--- src/rtl/stt_pkg.sv ---
// Shared constants, codes and beat/struct types for the sorted record table.
package stt_pkg;

   localparam int TABLE_DEPTH = 64;
   // Keys are taken from the low KEY_WIDTH bits of the 32-bit key field.
   localparam int KEY_WIDTH   = 32;
   localparam int PAY_W       = 32;
   localparam int IDX_W       = $clog2(TABLE_DEPTH);
   localparam int CNT_W       = $clog2(TABLE_DEPTH + 1);
   localparam int ENTRY_W     = KEY_WIDTH + PAY_W + 1;

   localparam logic [1:0] CMD_ADD    = 2'd0;
   localparam logic [1:0] CMD_FIND   = 2'd1;
   localparam logic [1:0] CMD_UPDATE = 2'd2;
   localparam logic [1:0] CMD_DELETE = 2'd3;

   localparam logic [1:0] ST_OK   = 2'd0;
   localparam logic [1:0] ST_MISS = 2'd1;
   localparam logic [1:0] ST_DUP  = 2'd2;
   localparam logic [1:0] ST_FULL = 2'd3;

   typedef struct packed {
      logic [1:0]  command;
      logic [31:0] key_in;
      logic [31:0] payload_in;
      logic        deleted_in;
   } req_type;

   typedef struct packed {
      logic [1:0]  status;
      logic [31:0] payload_out;
      logic        deleted_out;
   } rsp_type;

   typedef struct packed {
      logic load;
      logic scan;
      logic fin;
      logic shift;
      logic wr_new;
      logic post;
   } ctl_type;

   typedef struct packed {
      logic scan_done;
      logic go_shift;
      logic go_write;
      logic shift_done;
      logic out_free;
   } sts_type;

endpackage

--- src/rtl/stt_ram.sv ---
// Generic single-write, single-read RAM with registered read data.
module stt_ram #(
   parameter int WIDTH = 8,
   parameter int DEPTH = 16
) (
   input  logic                     clock,
   input  logic                     we,
   input  logic [$clog2(DEPTH)-1:0] waddr,
   input  logic [WIDTH-1:0]         wdata,
   input  logic [$clog2(DEPTH)-1:0] raddr,
   output logic [WIDTH-1:0]         rdata
);
   logic [WIDTH-1:0] mem_ff [DEPTH];
   logic [WIDTH-1:0] rdata_ff;

   always_ff @(posedge clock) begin
      if (we) begin
         mem_ff[waddr] <= wdata;
      end
      rdata_ff <= mem_ff[raddr];
   end

   assign rdata = rdata_ff;
endmodule

--- src/rtl/stt_dp.sv ---
// Datapath: record memory, scan and shift pointers, entry count, result register.
module stt_dp (
   input  logic             clock,
   input  logic             reset,
   input  stt_pkg::req_type req,
   input  stt_pkg::ctl_type ctl,
   output stt_pkg::sts_type sts,
   input  logic             rsp_ready,
   output logic             rsp_valid,
   output stt_pkg::rsp_type rsp
);
   import stt_pkg::*;

   req_type            req_ff;
   logic [CNT_W-1:0]   count_ff;
   logic [CNT_W-1:0]   ridx_ff;
   logic               dv_ff;
   logic               posf_ff;
   logic [CNT_W-1:0]   pos_ff;
   logic [CNT_W-1:0]   j_ff;
   logic               found_ff;
   logic               dup_ff;
   logic               drop_ff;
   logic [ENTRY_W-1:0] cap_ff;
   logic [CNT_W-1:0]   r_ff;
   logic [CNT_W-1:0]   w_ff;
   logic               sdv_ff;
   rsp_type            res_ff;
   rsp_type            rsp_ff;
   logic               rsp_vld_ff;

   logic               we;
   logic [IDX_W-1:0]   waddr;
   logic [ENTRY_W-1:0] wdata;
   logic [IDX_W-1:0]   raddr;
   logic [ENTRY_W-1:0] rdata;

   logic [KEY_WIDTH-1:0] ek, qk;
   logic                 ed;
   logic [CNT_W-1:0]     c;
   logic                 last, eq, gt, is_add, full, add_ok;
   logic [CNT_W-1:0]     jj;
   logic                 scan_done;
   rsp_type              res_in;

   stt_ram #(.WIDTH(ENTRY_W), .DEPTH(TABLE_DEPTH)) u_ram (
      .clock (clock),
      .we    (we),
      .waddr (waddr),
      .wdata (wdata),
      .raddr (raddr),
      .rdata (rdata)
   );

   assign ek     = rdata[ENTRY_W-1 -: KEY_WIDTH];
   assign ed     = rdata[0];
   assign qk     = req_ff.key_in[KEY_WIDTH-1:0];
   assign c      = ridx_ff - 1'b1;
   assign eq     = dv_ff && (ek == qk);
   assign gt     = dv_ff && (ek > qk);
   assign last   = dv_ff && (ridx_ff == count_ff);
   assign is_add = (req_ff.command == CMD_ADD);
   assign full   = (count_ff == CNT_W'(TABLE_DEPTH));
   assign add_ok = is_add && !dup_ff && (drop_ff || !full);
   assign jj     = drop_ff ? j_ff : count_ff;

   // Scan termination for the entry whose data sits on the read port.
   always_comb begin
      scan_done = 1'b0;
      if (!dv_ff) begin
         scan_done = (count_ff == '0);
      end else if (!is_add) begin
         scan_done = eq || gt || last;
      end else if (!posf_ff) begin
         scan_done = eq || (gt && ed) || last;
      end else begin
         scan_done = ed || last;
      end
   end

   assign sts.scan_done  = scan_done;
   assign sts.go_shift   = add_ok && (jj != pos_ff);
   assign sts.go_write   = add_ok && (jj == pos_ff);
   assign sts.shift_done = sdv_ff && (w_ff == pos_ff + 1'b1);
   assign sts.out_free   = !rsp_vld_ff || rsp_ready;

   always_comb begin
      res_in             = '0;
      if (is_add) begin
         priority if (dup_ff) res_in.status = ST_DUP;
         else if (!add_ok)    res_in.status = ST_FULL;
         else                 res_in.status = ST_OK;
      end else begin
         res_in.status = found_ff ? ST_OK : ST_MISS;
         if (found_ff && req_ff.command == CMD_FIND) begin
            res_in.payload_out = cap_ff[PAY_W:1];
            res_in.deleted_out = cap_ff[0];
         end
      end
   end

   // One write port: update/delete in place, shift step, or new record.
   always_comb begin
      we    = 1'b0;
      waddr = pos_ff[IDX_W-1:0];
      wdata = {qk, req_ff.payload_in, req_ff.deleted_in};
      raddr = ridx_ff[IDX_W-1:0];
      if (ctl.shift) raddr = r_ff[IDX_W-1:0];
      priority if (ctl.fin && found_ff && !is_add) begin
         we = (req_ff.command == CMD_UPDATE) || (req_ff.command == CMD_DELETE);
         if (req_ff.command == CMD_DELETE) wdata = {cap_ff[ENTRY_W-1:1], 1'b1};
      end else if (ctl.shift) begin
         we    = sdv_ff;
         waddr = w_ff[IDX_W-1:0];
         wdata = rdata;
      end else if (ctl.wr_new) begin
         we = 1'b1;
      end else begin
         we = 1'b0;
      end
   end

   always_ff @(posedge clock) begin
      if (ctl.load) begin
         req_ff   <= req;
         ridx_ff  <= '0;
         dv_ff    <= 1'b0;
         posf_ff  <= 1'b0;
         found_ff <= 1'b0;
         dup_ff   <= 1'b0;
         drop_ff  <= 1'b0;
      end
      if (ctl.scan) begin
         ridx_ff <= ridx_ff + 1'b1;
         dv_ff   <= 1'b1;
         if (!dv_ff) begin
            pos_ff <= count_ff;
         end else if (!is_add) begin
            if (eq) begin
               found_ff <= 1'b1;
               pos_ff   <= c;
               cap_ff   <= rdata;
            end
         end else if (!posf_ff) begin
            if (eq) begin
               dup_ff <= 1'b1;
            end else if (gt) begin
               pos_ff  <= c;
               posf_ff <= 1'b1;
               if (ed) begin
                  drop_ff <= 1'b1;
                  j_ff    <= c;
               end
            end else if (last) begin
               pos_ff <= count_ff;
            end
         end else if (ed) begin
            drop_ff <= 1'b1;
            j_ff    <= c;
         end
      end
      if (ctl.fin) begin
         res_ff <= res_in;
         if (sts.go_shift) begin
            r_ff   <= jj - 1'b1;
            sdv_ff <= 1'b0;
         end
      end
      if (ctl.shift) begin
         w_ff   <= r_ff + 1'b1;
         r_ff   <= r_ff - 1'b1;
         sdv_ff <= 1'b1;
      end
      if (ctl.post) begin
         rsp_ff <= res_ff;
      end
   end

   always_ff @(posedge clock) begin
      if (reset) begin
         count_ff   <= '0;
         rsp_vld_ff <= 1'b0;
      end else begin
         if (ctl.fin && add_ok && !drop_ff) count_ff <= count_ff + 1'b1;
         if (ctl.post) begin
            rsp_vld_ff <= 1'b1;
         end else if (rsp_ready) begin
            rsp_vld_ff <= 1'b0;
         end
      end
   end

   assign rsp       = rsp_ff;
   assign rsp_valid = rsp_vld_ff;
endmodule

--- config.mk ---
export PLATFORM = sky130hd
export DESIGN_NAME = stt_dp
export DESIGN_NICKNAME = d
export VERILOG_FILES = /design/src/rtl/stt_pkg.sv /design/src/rtl/stt_ram.sv /design/src/rtl/stt_dp.sv
export SDC_FILE = /design/constraint.sdc
export NUM_CORES = 2
export LEC_CHECK = 0
export ABC_CLOCK_PERIOD_IN_PS = 14600
export BUFFER_PORTS_ARGS = -buffer_cell sky130_fd_sc_hd__buf_4
export CORE_ASPECT_RATIO = 1.75
export CORE_MARGIN = 1.5
export CORE_UTILIZATION = 30
export CTS_CLUSTER_DIAMETER = 80
export CTS_CLUSTER_SIZE = 8
export DETAILED_ROUTE_END_ITERATION = 10
export GPL_ROUTABILITY_DRIVEN = 0
export PLACE_DENSITY = 0.45
export SLEW_MARGIN = 20
export SYNTH_ARGS = -nofsm -noshare
export SYNTH_HDL_FRONTEND = slang
export SYNTH_MEMORY_MAX_BITS = 65536
export SYNTH_SLANG_ARGS = --single-unit
--- constraint.sdc ---
create_clock -name clock -period 14.6 [get_ports clock]
set_input_delay 0 -clock clock [delete_from_list [all_inputs] [get_ports clock]]
set_output_delay 0 -clock clock [all_outputs]
set_load 0.05 [all_outputs]
==> metrics <==
Logic pwr share 0.136; Die Ht 1010 um; Final Max Tran Viols 0; hold depth 2; Arr. time, crit path 6980 ps; fillers 54.3k; CTS max path bufs 4; asr flop ratio synth 0; hold path endpoint req_ff[7]; total length of routed met3 wires 27800 um; first-pass GRT wire length 865000 um; TritonCTS Sinks 4476; area occupied by multi-input gates 37100 um^2; internal power 24200 uW; DR iter-0 viols 9128; CTS tree built; RSZ-0062 raised after global routing no; Mapped Area 172000 um^2; Metal-1 WL 229000 um; Critical Path Source Type flop; actual slew at the worst max-slew pin 1370 ps; RR Endpoint u_ram.rdata[60]; Clock Tree Root clkbuf_16; Final Non-Filler Cells 19.9k; warnings from Yosys 0; Worst Reg2Reg Path Length in Cells 10; PortBufs 116; total of max-cap violations 0; FF/Latch Area 134000 um^2; count leader, synth edfxtp_1; cts repair resizes 0; pin count of the biggest net entering global routing 152; register area share after synthesis 0.775; Top Metal Used met5; kind of critical path reg2reg; fin area 204000 um^2; ys flop type edfxtp_1; routed wl met2 334000 um; Worst Setup End Kind flop; fin crit share 0.418; worst path setup slack after routing 8500 ps; Slew headroom 0.0788; Die ar. 579000 um^2; Worst Skew 49.4 ps; die outline width 576 um; Clk pwr share 0.403; outcome complete, no violations; Peak VDD IR 0.126 mV; Mean Syn Cell Area 15.2 um^2; Sw Ratio 0.277; Hold/Removal Path Class in2reg; # IOs 117; Yosys reg bits 4476; Area after DPL 185000 um^2; initial antenna violation count 61; Post-DP HPWL 373000 um; vias per inst 5.22; WL final 632000 um; Reg clk slew, reported paths 50 ps; Critical Path Fanout Max 93; Switch Pwr 9270 uW; layout cells sized above 1 0.117; Critical Path RT 15480 ps; final hold vios 0; Area Overhead vs Synth 18.6%; hold_sp ctl[5]; pre-CTS WS 8580 ps; synth cell count leaders edfxtp_1 (4397), nand2_1 (2118), a21oi_1 (1061); Starting Density 0.301; vias in the first global route 105k; Post-Place Cells 18.8k; number of synthesized flops with an enable pin 4397; Rows 368; Util after Layout 0.357; Num CTS Buffers 630; gr usage total 0.213; final setup violation count 0; Synth area leader edfxtp_1; reg-to-reg startpoint ridx_ff[0]; drt drc 0; Detail Route Antenna Nets 0; Period minus WS final 6100 ps; R2R Setup Slk 8500 ps; Synth area leaders edfxtp_1 (77%), mux2i_1 (6.1%), nand2_1 (4.6%); Synth cell types 53; core area 573000 um^2; Seq pwr share 0.461; H-tree depth 6; GR Overflow Total 0; Mapped Nets 11.5k; Cells after Synth 11.4k; Final #Nets 12.1k; Synth top area share 0.766; Vias 104k; Initial DRT Pass Iterations 6; P per Cell Area 164 nW/um^2; routed len/inst 31.7 um; Max Freq 164 MHz; Fin Setup TNS 0 ps; clk_lat worst skew 1050 ps; Leakage 0.0681 uW
==> cell type report <==
cell class                 instances  area share
tap                             7585      0.0464
antenna                          110     0.00135
sequential                      4476       0.654
clock buffer                     860      0.0825
multi-input combinational       6124       0.181
clock inverter                    48     0.00454
inverter                          51    0.000936
timing repair buffer             686      0.0293
==> logic make-up (layout without fill, tap and decap cells) <==
group,Yosys count,after routing,share of synthesized area
buffers and inverters,766,1645,0.0191
AO/OA/AOI/OAI,1729,1729,0.0553
multiplexers,1069,1069,0.0622
flip-flops,4476,4476,0.775
other,0,110,0
adder cells (fa/ha/maj),39,39,0.00283
AND/OR/NAND/NOR,3239,3239,0.0830
XOR/XNOR,48,48,0.00244
==> cell usage in the layout (no fill, tap or decap), drive strengths merged, types with 18 or more instances in the layout <==
cell	Yosys	routed
xnor2	23	23
nand2	2118	2118
a31oi	43	43
edfxtp	4397	4397
inv	50	69
xor2	25	25
ha	39	39
o21ai	18	18
and2	35	35
nor2	162	162
buf	263	536
mux2i	1055	1055
dfxtp	79	79
nor3	270	270
diode	0	110
a21oi	1061	1061
clkinv	1	29
nor4	525	525
or4	66	66
o22ai	585	585
dlygate4sd3	0	150
clkbuf	452	860
==> through the flow <==
stage | power [uW] | hold slack [ps]
CTS | 33700 | 24.0
floorplan | 17800 | 98.9
finish | 33500 | 79.3
detailed placement | 20200 | 180
global placement | 20200 | 180
global route | 34300 | 78.5
==> worst max-delay path, cell delays in order (launching register included) <==
cell      delay (ps)
edfxtp_1         630
mux2_8           820
buf_12           540
buf_4            630
buf_4            790
buf_4            720
mux2i_1          280
o22ai_1          110
nor4_1           620
nor3_1           120
or4_1            410
==> state kept, by name, summed over array words and instances, names as in the netlist, 7 cells and up <==
name	flops
res_ff	35
count_ff	7
req_ff	35
w_ff	7
j_ff	7
pos_ff	7
r_ff	7
u_ram.mem_ff	4160
rsp	35
qk	32
cap_ff	65
u_ram.rdata	65
ridx_ff	7
==> per-layer routing <==
| layer | track usage | vias to the layer above |
|---|---|---|
| li1 | - | 44600 |
| met1 | 0.235 | 54900 |
| met2 | 0.395 | 3577 |
| met3 | 0.0207 | 1037 |
| met4 | 0.125 | 6 |
| met5 | 0 | - |
==> worst max path at each step <==
stage | startpoint | to | depth (start not counted)
finish | ridx_ff[0] | u_ram.rdata[60] | 10
global route | ridx_ff[0] | u_ram.rdata[60] | 10
CTS | ridx_ff[0] | u_ram.rdata[60] | 10
detailed placement | ridx_ff[0] | u_ram.rdata[60] | 10
global placement | ridx_ff[0] | u_ram.rdata[49] | 10
floorplan | qk[27] | cap_ff[0] | 6
==> power groups by stage <==
| stage | Clock (uW) | Combinational, uW | Sequential, uW |
|---|---|---|---|
| 2_1_floorplan | 0 | 2290 | 15500 |
| 3_3_place_gp | 0 | 4490 | 15700 |
| 3_5_place_dp | 0 | 4540 | 15700 |
| 4_1_cts | 13700 | 4590 | 15400 |
| 5_1_grt | 14200 | 4770 | 15400 |
| 6_report | 13500 | 4550 | 15400 |
==> timing repair <==
| item | CTS | global route |
|---|---|---|
| hold endpoints to repair | 275 | 0 |
| setup buffers | 0 | 0 |
| hold buffers | 150 | 0 |
Power figures use the tool's default switching activity.
