[src/rtl/stt_pkg.sv]
// Shared constants, codes and beat/struct types for the sorted record table.
package stt_pkg;

   localparam int TABLE_DEPTH = 64;
   // Keys are taken from the low KEY_WIDTH bits of the 32-bit key field.
   localparam int KEY_WIDTH   = 32;
   localparam int PAY_W       = 32;
   localparam int IDX_W       = $clog2(TABLE_DEPTH);
   localparam int CNT_W       = $clog2(TABLE_DEPTH + 1);
   localparam int ENTRY_W     = KEY_WIDTH + PAY_W + 1;

   localparam logic [1:0] CMD_ADD    = 2'd0;
   localparam logic [1:0] CMD_FIND   = 2'd1;
   localparam logic [1:0] CMD_UPDATE = 2'd2;
   localparam logic [1:0] CMD_DELETE = 2'd3;

   localparam logic [1:0] ST_OK   = 2'd0;
   localparam logic [1:0] ST_MISS = 2'd1;
   localparam logic [1:0] ST_DUP  = 2'd2;
   localparam logic [1:0] ST_FULL = 2'd3;

   typedef struct packed {
      logic [1:0]  command;
      logic [31:0] key_in;
      logic [31:0] payload_in;
      logic        deleted_in;
   } req_type;

   typedef struct packed {
      logic [1:0]  status;
      logic [31:0] payload_out;
      logic        deleted_out;
   } rsp_type;

   typedef struct packed {
      logic load;
      logic scan;
      logic fin;
      logic shift;
      logic wr_new;
      logic post;
   } ctl_type;

   typedef struct packed {
      logic scan_done;
      logic go_shift;
      logic go_write;
      logic shift_done;
      logic out_free;
   } sts_type;

endpackage

[src/rtl/stt_ctrl.sv]
// Sequencing state machine for the sorted record table.
module stt_ctrl (
   input  logic             clock,
   input  logic             reset,
   input  logic             req_valid,
   output logic             idle,
   input  stt_pkg::sts_type sts,
   output stt_pkg::ctl_type ctl
);
   import stt_pkg::*;

   localparam logic [2:0] S_IDLE  = 3'd0;
   localparam logic [2:0] S_SCAN  = 3'd1;
   localparam logic [2:0] S_FIN   = 3'd2;
   localparam logic [2:0] S_SHIFT = 3'd3;
   localparam logic [2:0] S_WRITE = 3'd4;
   localparam logic [2:0] S_POST  = 3'd5;

   logic [2:0] state_ff, state_in;

   always_comb begin
      state_in = state_ff;
      ctl      = '0;
      unique case (state_ff)
         S_IDLE: begin
            ctl.load = req_valid;
            if (req_valid) state_in = S_SCAN;
         end
         S_SCAN: begin
            ctl.scan = 1'b1;
            if (sts.scan_done) state_in = S_FIN;
         end
         S_FIN: begin
            ctl.fin = 1'b1;
            priority if (sts.go_shift) state_in = S_SHIFT;
            else if (sts.go_write)     state_in = S_WRITE;
            else                       state_in = S_POST;
         end
         S_SHIFT: begin
            ctl.shift = 1'b1;
            if (sts.shift_done) state_in = S_WRITE;
         end
         S_WRITE: begin
            ctl.wr_new = 1'b1;
            state_in   = S_POST;
         end
         S_POST: begin
            ctl.post = sts.out_free;
            if (sts.out_free) state_in = S_IDLE;
         end
         default: state_in = S_IDLE;
      endcase
   end

   always_ff @(posedge clock) begin
      if (reset) begin
         state_ff <= S_IDLE;
      end else begin
         state_ff <= state_in;
      end
   end

   assign idle = (state_ff == S_IDLE);
endmodule

[config.mk]
export PLATFORM = sky130hd
export DESIGN_NAME = stt_ctrl
export DESIGN_NICKNAME = d
export VERILOG_FILES = /design/src/rtl/stt_pkg.sv /design/src/rtl/stt_ctrl.sv
export SDC_FILE = /design/constraint.sdc
export NUM_CORES = 1
export LEC_CHECK = 0
export BUFFER_PORTS_ARGS = -buffer_cell sky130_fd_sc_hd__buf_2
export CORE_AREA = 2 2 39 41
export CTS_BUF_LIST = sky130_fd_sc_hd__clkbuf_8
export CTS_CLUSTER_DIAMETER = 50
export CTS_CLUSTER_SIZE = 28
export DETAILED_ROUTE_END_ITERATION = 10
export DIE_AREA = 0 0 41 43
export HOLD_SLACK_MARGIN = 0.06
export PLACE_DENSITY = 0.39
export SLEW_MARGIN = 10
export SYNTH_ARGS = -nofsm -noshare
export SYNTH_HDL_FRONTEND = slang
export SYNTH_SLANG_ARGS = --single-unit
[constraint.sdc]
create_clock -name clock -period 1.4 [get_ports clock]
set_clock_uncertainty 0.2 [all_clocks]
set_input_delay 0.14 -clock clock [delete_from_list [all_inputs] [get_ports clock]]
set_output_delay 0.14 -clock clock [all_outputs]
set_load 0.1 [all_outputs]
==> impl_metrics.tcl, run 1 <==
set metrics [dict create \
    wl_per_cell_um 10.3 \
    track_usage 0.104 \
    synthDistinctLibCells 24 \
    path_max_fanout 5 \
    power_w 0.000667 \
    ys_warn_count 0 \
    ys_ff_latch 3 \
    drc_errors 0 \
    crit_path_end_kind "output port" \
    antenna_found_initial 0 \
    power.density_nw_per_um2 1110 \
    vias 303 \
    relSlewSlack 0.841 \
    cts.sinks 3 \
    synth_cells 33 \
    setup_ws_ps -103 \
    cts_htree_levels 1 \
    die_w_um 41 \
    root_buffer "clkbuf_8" \
    finalSetupTns_ps -365 \
    setup_viol 5 \
    clk_path_buf_depth 2 \
    final_hold_viol_count 0 \
    cts_tree "yes" \
    worst_pin_slew_ps 239 \
    drt-vias-per-instance 4.21 \
    finalCritPeriodShare 1.07 \
    overflow 0 \
    ys_top_cells_by_area "dfxtp_1, and2_1, a221oi_2, and4bb_1, nor3b_2" \
    path_class "register to output port" \
    clkTransAtPathRegs_ps 30 \
    clock_latency_ps 210 \
    hpwl_um 544 \
    run_status "finished, violations left" \
    dieArea_um2 1760 \
    grt_start_max_net_pins 14 \
    grt_pass1_vias 286 \
    fin_nets 65 \
    grt_pass1_wl_mm 1.18 \
    yosysTopAreaCellShare 0.230 \
    wirelength_um 741 \
    place.gp.congestion 0.710 \
    ant_nets 0 \
    p_leak_nw 0.252 \
    drtPass1Iterations 2 \
    final_util 0.436 \
    synth_nets 41 \
    num_rows 14 \
    max-vdd-ir-drop_mv 0.599 \
    fmax_ghz 0.665 \
    worstPathCellList "buf_6 > nor3_4 > and2_4 > buf_12" \
    slew_viol_final 0 \
    num_io_pins 15 \
    rsz0062_at_grt "yes" \
    regMostFlops "state_ff" \
    violations "setup timing" \
    instances_no_fill 72 \
    diodes 0 \
    drive_above_1_share 0.679 \
    min_period_ps 1500 \
    critPathMaxStageDelay_ps 350 \
    yosysTopAreaCell "dfxtp_1" \
    hp-class "input pin to register" \
    place_inst 63 \
    largest_register_ffs 3 \
    ys_seq_area_frac 0.230 \
    worst_path_max_delay_cell "dfxtp_4" \
    r2r_slack_ps 130 \
    portBuffers 14 \
    initial_core_util 0.189 \
    syn_to_final_growth_pct 131 \
    drt_iter0_markers 3 \
    syn_avg_cell_area_um2 7.92 \
    start_kind "register" \
    cts_made_buffers 3 \
    synth_area_um2 262 \
    cp.arrival_ps 1160 \
    crit_required_ps 1060 \
    die_h_um 43 \
    core_um2 1380 \
    maxCapViolCount 0 \
    top_regs "state_ff: 3 flops" \
]
[final timing paths]
path                                               start  cells after the start                  endpoint
worst max register to register  state_ff[1]$_SDFFE_PP0P_                      4  state_ff[1]$_SDFFE_PP0P_
worst min-delay path                              sts[0]                      4  state_ff[2]$_SDFFE_PP0P_
worst min register to register  state_ff[2]$_SDFFE_PP0P_                      2  state_ff[1]$_SDFFE_PP0P_
worst max-delay path            state_ff[2]$_SDFFE_PP0P_                      4                    ctl[5]
[synth_stat cells]
| library cell | instances |
|---|---|
| nor3_1 | 1 |
| buf_4 | 1 |
| nor2b_2 | 1 |
| nand3b_1 | 1 |
| a22oi_1 | 1 |
| o31ai_1 | 1 |
| a221oi_2 | 1 |
| and2_1 | 3 |
| a21oi_1 | 2 |
| inv_1 | 2 |
| o21ai_0 | 1 |
| o21ai_1 | 1 |
| nand2_1 | 2 |
| dfxtp_1 | 3 |
| buf_6 | 1 |
| nor2_1 | 3 |
| nand2b_1 | 1 |
| nor3b_1 | 1 |
| nor2_2 | 1 |
| and4bb_1 | 1 |
| nor3_2 | 1 |
| nand3_1 | 1 |
| nor3b_2 | 1 |
| nor2b_1 | 1 |
[metrics by stage]
stage / setup WS, ps / hold WS, ps / cell area (um^2)
CTS: -112 / 112 / 601
global route: -144 / 101 / 603
finish: -103 / 83.2 / 603
global placement: 4.43 / 147 / 484
floorplan: -708 / -1.17 / 293
detailed placement: 17.4 / 150 / 484
[area by class of cell]
class | count | area, um^2
clock buffer | 3 | 41.3
clock inverter | 1 | 3.75
fill | 142 | 781
inverter | 2 | 10.0
multi-input combinational | 26 | 220
sequential | 3 | 71.3
tap | 16 | 20.0
timing repair buffer | 21 | 236
[cells in the final DEF, fill, tap and decap left out, types with 2 or more instances in the layout]
cell           count
buf_2              7
nor2_2             2
dlygate4sd3_1      2
clkbuf_8           3
dfxtp_4            3
a21oi_1            2
buf_12             7
inv_1              2
buf_4              4
nor3_4             2
[routing by layer]
layer  share of wire  global-route usage  vias up
li1                -                   -      160
met1            0.45               0.113      136
met2            0.51               0.156        7
met3           0.040              0.0314        0
met4               0              0.0800        0
met5               0                   0        -
[power by group]
group	switching, W	internal [W]
clock network	0.0000542	0.000186
logic	0.000180	0.000130
registers	0.0000230	0.0000929
total	0.000258	0.000409
[critical path, delay by kind of cell, from the launching register on]
| family | cells | cell delay, ps |
|---|---|---|
| buffers and inverters | 2 | 290 |
| DFF | 1 | 350 |
| and+or+nand+nor | 2 | 290 |
[what timing repair did]
item	CTS	global route
hold endpoints to repair	3	0
hold buffers	2	0
setup endpoints to repair	7	7
buffers inserted	3	0
pin swaps	4	2
gates resized for setup	9	1
[cells by family after synthesis]
group | count (synthesis) | synth area share
compound gates | 7 | 0.191
buf+inv | 4 | 0.100
flops | 3 | 0.230
simple gates | 19 | 0.479
Note: power is estimated with default switching activity, not from simulation.
==> run 2, diff against run 1 <==
--- a/config.mk
+++ b/config.mk
@@ -13,7 +13,8 @@
 export DETAILED_ROUTE_END_ITERATION = 10
 export DIE_AREA = 0 0 41 43
 export HOLD_SLACK_MARGIN = 0.06
-export PLACE_DENSITY = 0.39
+export PLACE_DENSITY_LB_ADDON = 0.3
+export SETUP_SLACK_MARGIN = 0.4
 export SLEW_MARGIN = 10
 export SYNTH_ARGS = -nofsm -noshare
 export SYNTH_HDL_FRONTEND = slang
==> constraint.sdc (replaced) <==
create_clock -name clock -period 1.4 [get_ports clock]
set_clock_uncertainty 0.2 [all_clocks]
set_input_delay 0.14 -clock clock [delete_from_list [all_inputs] [get_ports clock]]
set_output_delay 0.14 -clock clock [all_outputs]
set_load 0.02 [all_outputs]
==> impl_metrics.tcl, run 2 (synthesized netlist as in run 1, its figures left out) <==
set metrics [dict create \
    run_status "finished, violations left" \
    violations "hold timing" \
    drc_errors 0 \
    final_hold_viol_count 3 \
    path_class "register to output port" \
    initial_core_util 0.189 \
    worst-path-buf-inv 1 \
    path_delay_family "simple AND/OR/NAND/NOR gates" \
    fmax_ghz 0.718 \
    max-vdd-ir-drop_mv 0.295 \
    drt-vias-per-instance 4.43 \
    diodes 0 \
    min_period_ps 1390 \
    clkTransAtPathRegs_ps 30 \
    fin_nets 65 \
    p_leak_nw 0.244 \
    cp.arrival_ps 1050 \
    design_area_um2 569 \
    min_path_cells 2 \
    num_io_pins 15 \
    ant_nets 0 \
    root_buffer "clkbuf_8" \
    wirelength_um 813 \
    path_max_fanout 6 \
    cts_htree_levels 1 \
    power.density_nw_per_um2 969 \
    grt_pass1_wl_mm 1.19 \
    maxCapViolCount 0 \
    vias 319 \
    holdWs_ps -68.6 \
    cts.sinks 3 \
    cts_made_buffers 3 \
    track_usage 0.103 \
    portBuffers 14 \
    setup_viol 0 \
    hp-class "input pin to register" \
    drive_above_1_share 0.804 \
    top_regs "state_ff: 3 flops" \
    critPathMaxStageDelay_ps 360 \
    final_common_cell "buf_6" \
    grt_pass1_vias 298 \
    place.gp.congestion 0.711 \
    most-common-layout-cells "buf_6, buf_2, and2_4, clkbuf_8, buf_4" \
    worst_pin_slew_ps 194 \
    drtPass1Iterations 3 \
    core_um2 1380 \
    final.fill_count 156 \
    final_util 0.411 \
    overflow 0 \
    die_h_um 43 \
    regMostFlops "state_ff" \
    wl_per_cell_um 11.3 \
    slew_viol_final 0 \
    rsz0062_at_grt "yes" \
    hpwl_um 528 \
    antenna_found_initial 0 \
    rr_worst_depth 4 \
    dieArea_um2 1760 \
    crit_path_end_kind "output port" \
    start_kind "register" \
    largest_register_ffs 3 \
    dpl-instance-area_um2 384 \
    cp.depth 3 \
    worst_path_max_delay_cell "dfxtp_4" \
    crit_required_ps 1060 \
    worstPathCellList "nor3_4 > and2_4 > buf_6" \
    relSlewSlack 0.870 \
    grt_start_max_net_pins 9 \
    clock_latency_ps 210 \
    cts_tree "yes" \
    num_rows 14 \
    syn_to_final_growth_pct 118 \
    clk_path_buf_depth 2 \
    die_w_um 41 \
    drt_iter0_markers 3 \
    finalCritPeriodShare 0.995 \
]
run 2: cell types whose count changed in the layout (fill, tap and decap cells not counted), sizes merged:
cell,change
buf,+2
dlygate4sd3,-2
run 2: metrics by stage:
step	setup TNS, ps	worst slack, ps	total power [W]	std cells
2_1_floorplan	0	66.6	0.000211	33
3_3_place_gp	0	146	0.000241	63
3_5_place_dp	0	142	0.000242	63
4_1_cts	-108	-50.9	0.000523	69
5_1_grt	-76.2	-62.4	0.000586	72
6_report	0	6.42	0.000552	72
run 2: what timing repair did:
item	CTS	global route
endpoints found under the setup margin	10	10
pin swaps	4	7
gates cloned	0	0
hold endpoints to repair	3	3
setup buffers	2	3
resized for setup	15	17
run 2: cell type report:
class                   instances  area, um^2  share of cell area
inverters                       2        10.0              0.0176
repair buffers                 21         175               0.308
clock buffers                   3        41.3              0.0725
multi-input cells              26         250               0.440
flip-flops and latches          3        68.8               0.121
clock inverters                 1        3.75             0.00659
well taps                      16        20.0              0.0352
run 2: final timing paths:
kind | end | slack (ps) | startpoint
worst max register to register | state_ff[0]$_SDFFE_PP0P_ | 110 | state_ff[2]$_SDFFE_PP0P_
worst min register to register | state_ff[1]$_SDFFE_PP0P_ | 360 | state_ff[2]$_SDFFE_PP0P_
worst max-delay path | ctl[5] | 6 | state_ff[0]$_SDFFE_PP0P_
worst min-delay path | state_ff[0]$_SDFFE_PP0P_ | -70 | reset
run 2: routing by layer:
metal  global-route usage  up-vias  wire length (um)
met1                0.115      145               306
li1                     -      163                 -
met2                0.150       11               447
met5                    0        -                 0
met4               0.0800        0                 0
met3               0.0366        0                59
run 2: power breakdown:
group / switching [W] / internal (W)
Combinational: 0.0000907 / 0.000110
Clock: 0.0000554 / 0.000186
Sequential: 0.0000152 / 0.0000940
==> run 3, diff against run 2 <==
--- a/config.mk
+++ b/config.mk
@@ -5,6 +5,7 @@
 export SDC_FILE = /design/constraint.sdc
 export NUM_CORES = 1
 export LEC_CHECK = 0
+export ABC_AREA = 1
 export BUFFER_PORTS_ARGS = -buffer_cell sky130_fd_sc_hd__buf_2
 export CORE_AREA = 2 2 39 41
 export CTS_BUF_LIST = sky130_fd_sc_hd__clkbuf_8
@@ -19,3 +20,4 @@
 export SYNTH_ARGS = -nofsm -noshare
 export SYNTH_HDL_FRONTEND = slang
 export SYNTH_SLANG_ARGS = --single-unit
+export TNS_END_PERCENT = 10
==> impl_metrics.tcl, run 3 <==
set metrics [dict create \
    grt_pass1_vias 292 \
    final_hold_viol_count 3 \
    synthArstFlopShare 0 \
    wirelength_um 852 \
    drtPass1Iterations 2 \
    setup_viol 0 \
    antenna_found_initial 0 \
    hp-class "input pin to register" \
    top_regs "state_ff: 3 flops" \
    rr_endpoint "state_ff[2]$_SDFFE_PP0P_" \
    drc_errors 0 \
    die_h_um 43 \
    setup_ws_ps 5.37 \
    rr_worst_depth 8 \
    power.density_nw_per_um2 2210 \
    overflow 0 \
    cp.arrival_ps 1050 \
    instances_no_fill 89 \
    start_kind "register" \
    r2r_slack_ps 60 \
    slew_viol_final 0 \
    maxCapViolCount 0 \
    holdWs_ps -23.9 \
    die_w_um 41 \
    num_rows 14 \
    synth_nets 56 \
    grt_start_max_net_pins 8 \
    wl_per_cell_um 9.57 \
    place_inst 80 \
    finalCritPeriodShare 0.996 \
    synth-edff-count 0 \
    fmax_ghz 0.717 \
    crit_start "state_ff[2]$_SDFFE_PP0P_" \
    synth_cells 48 \
    dieArea_um2 1760 \
    rr_startpoint "state_ff[2]$_SDFFE_PP0P_" \
    drive_above_1_share 0.575 \
    ys_warn_count 0 \
    track_usage 0.111 \
    num_io_pins 15 \
    cts_htree_levels 1 \
    synth_area_um2 282 \
    place.gp.congestion 0.668 \
    path_class "register to output port" \
    core_um2 1380 \
    yosysTopAreaCell "dfxtp_1" \
    synthDistinctLibCells 16 \
    dpl-instance-area_um2 420 \
    ys_seq_area_frac 0.213 \
    crit_end "ctl[0]" \
    drt_iter0_markers 3 \
    max-vdd-ir-drop_mv 0.621 \
    p_leak_nw 0.307 \
    diodes 0 \
    final.fill_count 155 \
    design_area_um2 578 \
    cts_tree "yes" \
    final_common_cell "inv_1" \
    worst_pin_slew_ps 175 \
    violations "hold timing" \
    dp_worst_setup_slack_ps 22.9 \
    portBuffers 14 \
    clkTransAtPathRegs_ps 30 \
    fin_nets 82 \
    finalSetupTns_ps 0 \
    initial_core_util 0.203 \
    syn_avg_cell_area_um2 5.86 \
    rsz0062_at_grt "yes" \
    drt-vias-per-instance 4.16 \
    relSlewSlack 0.883 \
    clk_path_buf_depth 2 \
    cts_made_buffers 3 \
    clock_latency_ps 220 \
    syn_to_final_growth_pct 105 \
    regMostFlops "state_ff" \
    synthFlopType "dfxtp_1" \
    ys_top_cells_by_area "dfxtp_1, inv_1, nand2_1, nor2_1, nor2_4" \
    ys_ff_latch 3 \
    yosys-top-cells-count "inv_1, nand2_1, nor2_1" \
    vias 370 \
    power_w 0.00128 \
    root_buffer "clkbuf_8" \
    largest_register_ffs 3 \
    min_period_ps 1390 \
    yosysTopAreaCellShare 0.213 \
    crit_path_end_kind "output port" \
    ant_nets 0 \
    cts.sinks 3 \
    path_max_fanout 3 \
    hpwl_um 595 \
    run_status "finished, violations left" \
    grt_pass1_wl_mm 1.21 \
    most-common-layout-cells "inv_1, nor2_1" \
    crit_required_ps 1060 \
]
## run 3: cell types whose count changed after synthesis, sizes merged, moves of 2 or more
cell / change
nand2: +8
inv: +10
o21ai: -2
nor2b: -2
and2: -3
nor2: +7
nand4: +3
nor3b: -2
## run 3: metal layers
| metal | part of all wire | vias to the layer above | GRT usage |
|---|---|---|---|
| met2 | 0.50 | 14 | 0.150 |
| met1 | 0.40 | 157 | 0.125 |
| met4 | 0.032 | 0 | 0.100 |
| met3 | 0.072 | 3 | 0.0471 |
| li1 | - | 196 | - |
| met5 | 0 | - | 0 |
## run 3: cell families after synthesis
| group | share of synthesized area |
|---|---|
| and+or+nand+nor | 0.547 |
| DFF | 0.213 |
| AOI/OAI and AO/OA | 0.0533 |
| buffers and inverters | 0.187 |
## run 3: area by class of cell
type	instances	area [um^2]	share of cell area
clock buffer	3	41.3	0.0714
clock inverter	1	3.75	0.00649
inverter	12	50.0	0.0866
multi-input combinational	32	205	0.355
sequential	3	71.3	0.123
tap	16	20.0	0.0346
timing repair buffer	22	186	0.323
## run 3: worst min-delay path by stage
stage / cells after the start / from / endpoint
global route: 4 / reset / state_ff[2]$_SDFFE_PP0P_
CTS: 4 / reset / state_ff[1]$_SDFFE_PP0P_
global placement: 4 / reset / state_ff[0]$_SDFFE_PP0P_
floorplan: 3 / reset / state_ff[2]$_SDFFE_PP0P_
detailed placement: 4 / reset / state_ff[2]$_SDFFE_PP0P_
finish: 4 / reset / state_ff[1]$_SDFFE_PP0P_
## run 3: per-stage QoR
step	util	hold slack (ps)
after floorplan	-	99.7
after global placement	0.304	202
after detailed placement	0.304	210
after CTS	0.373	-26.0
after global routing	0.418	14.7
final	0.418	-23.9
## run 3: what timing repair did
| action | CTS | global route |
|---|---|---|
| hold endpoints to repair | 3 | 3 |
| buffers inserted | 3 | 2 |
| resized for setup | 10 | 12 |
| setup endpoints to repair | 10 | 10 |
| pin swaps | 3 | 6 |
## run 3: power breakdown
part / switching [W] / internal (W)
clock network: 0.0000625 / 0.000187
registers: 0.0000625 / 0.000138
logic: 0.000434 / 0.000393
total: 0.000559 / 0.000718
## run 3: critical path: stages (launching register included)
cell and delay (ps):
dfxtp_4 360, clkinv_4 70, nor4_4 230, buf_4 170
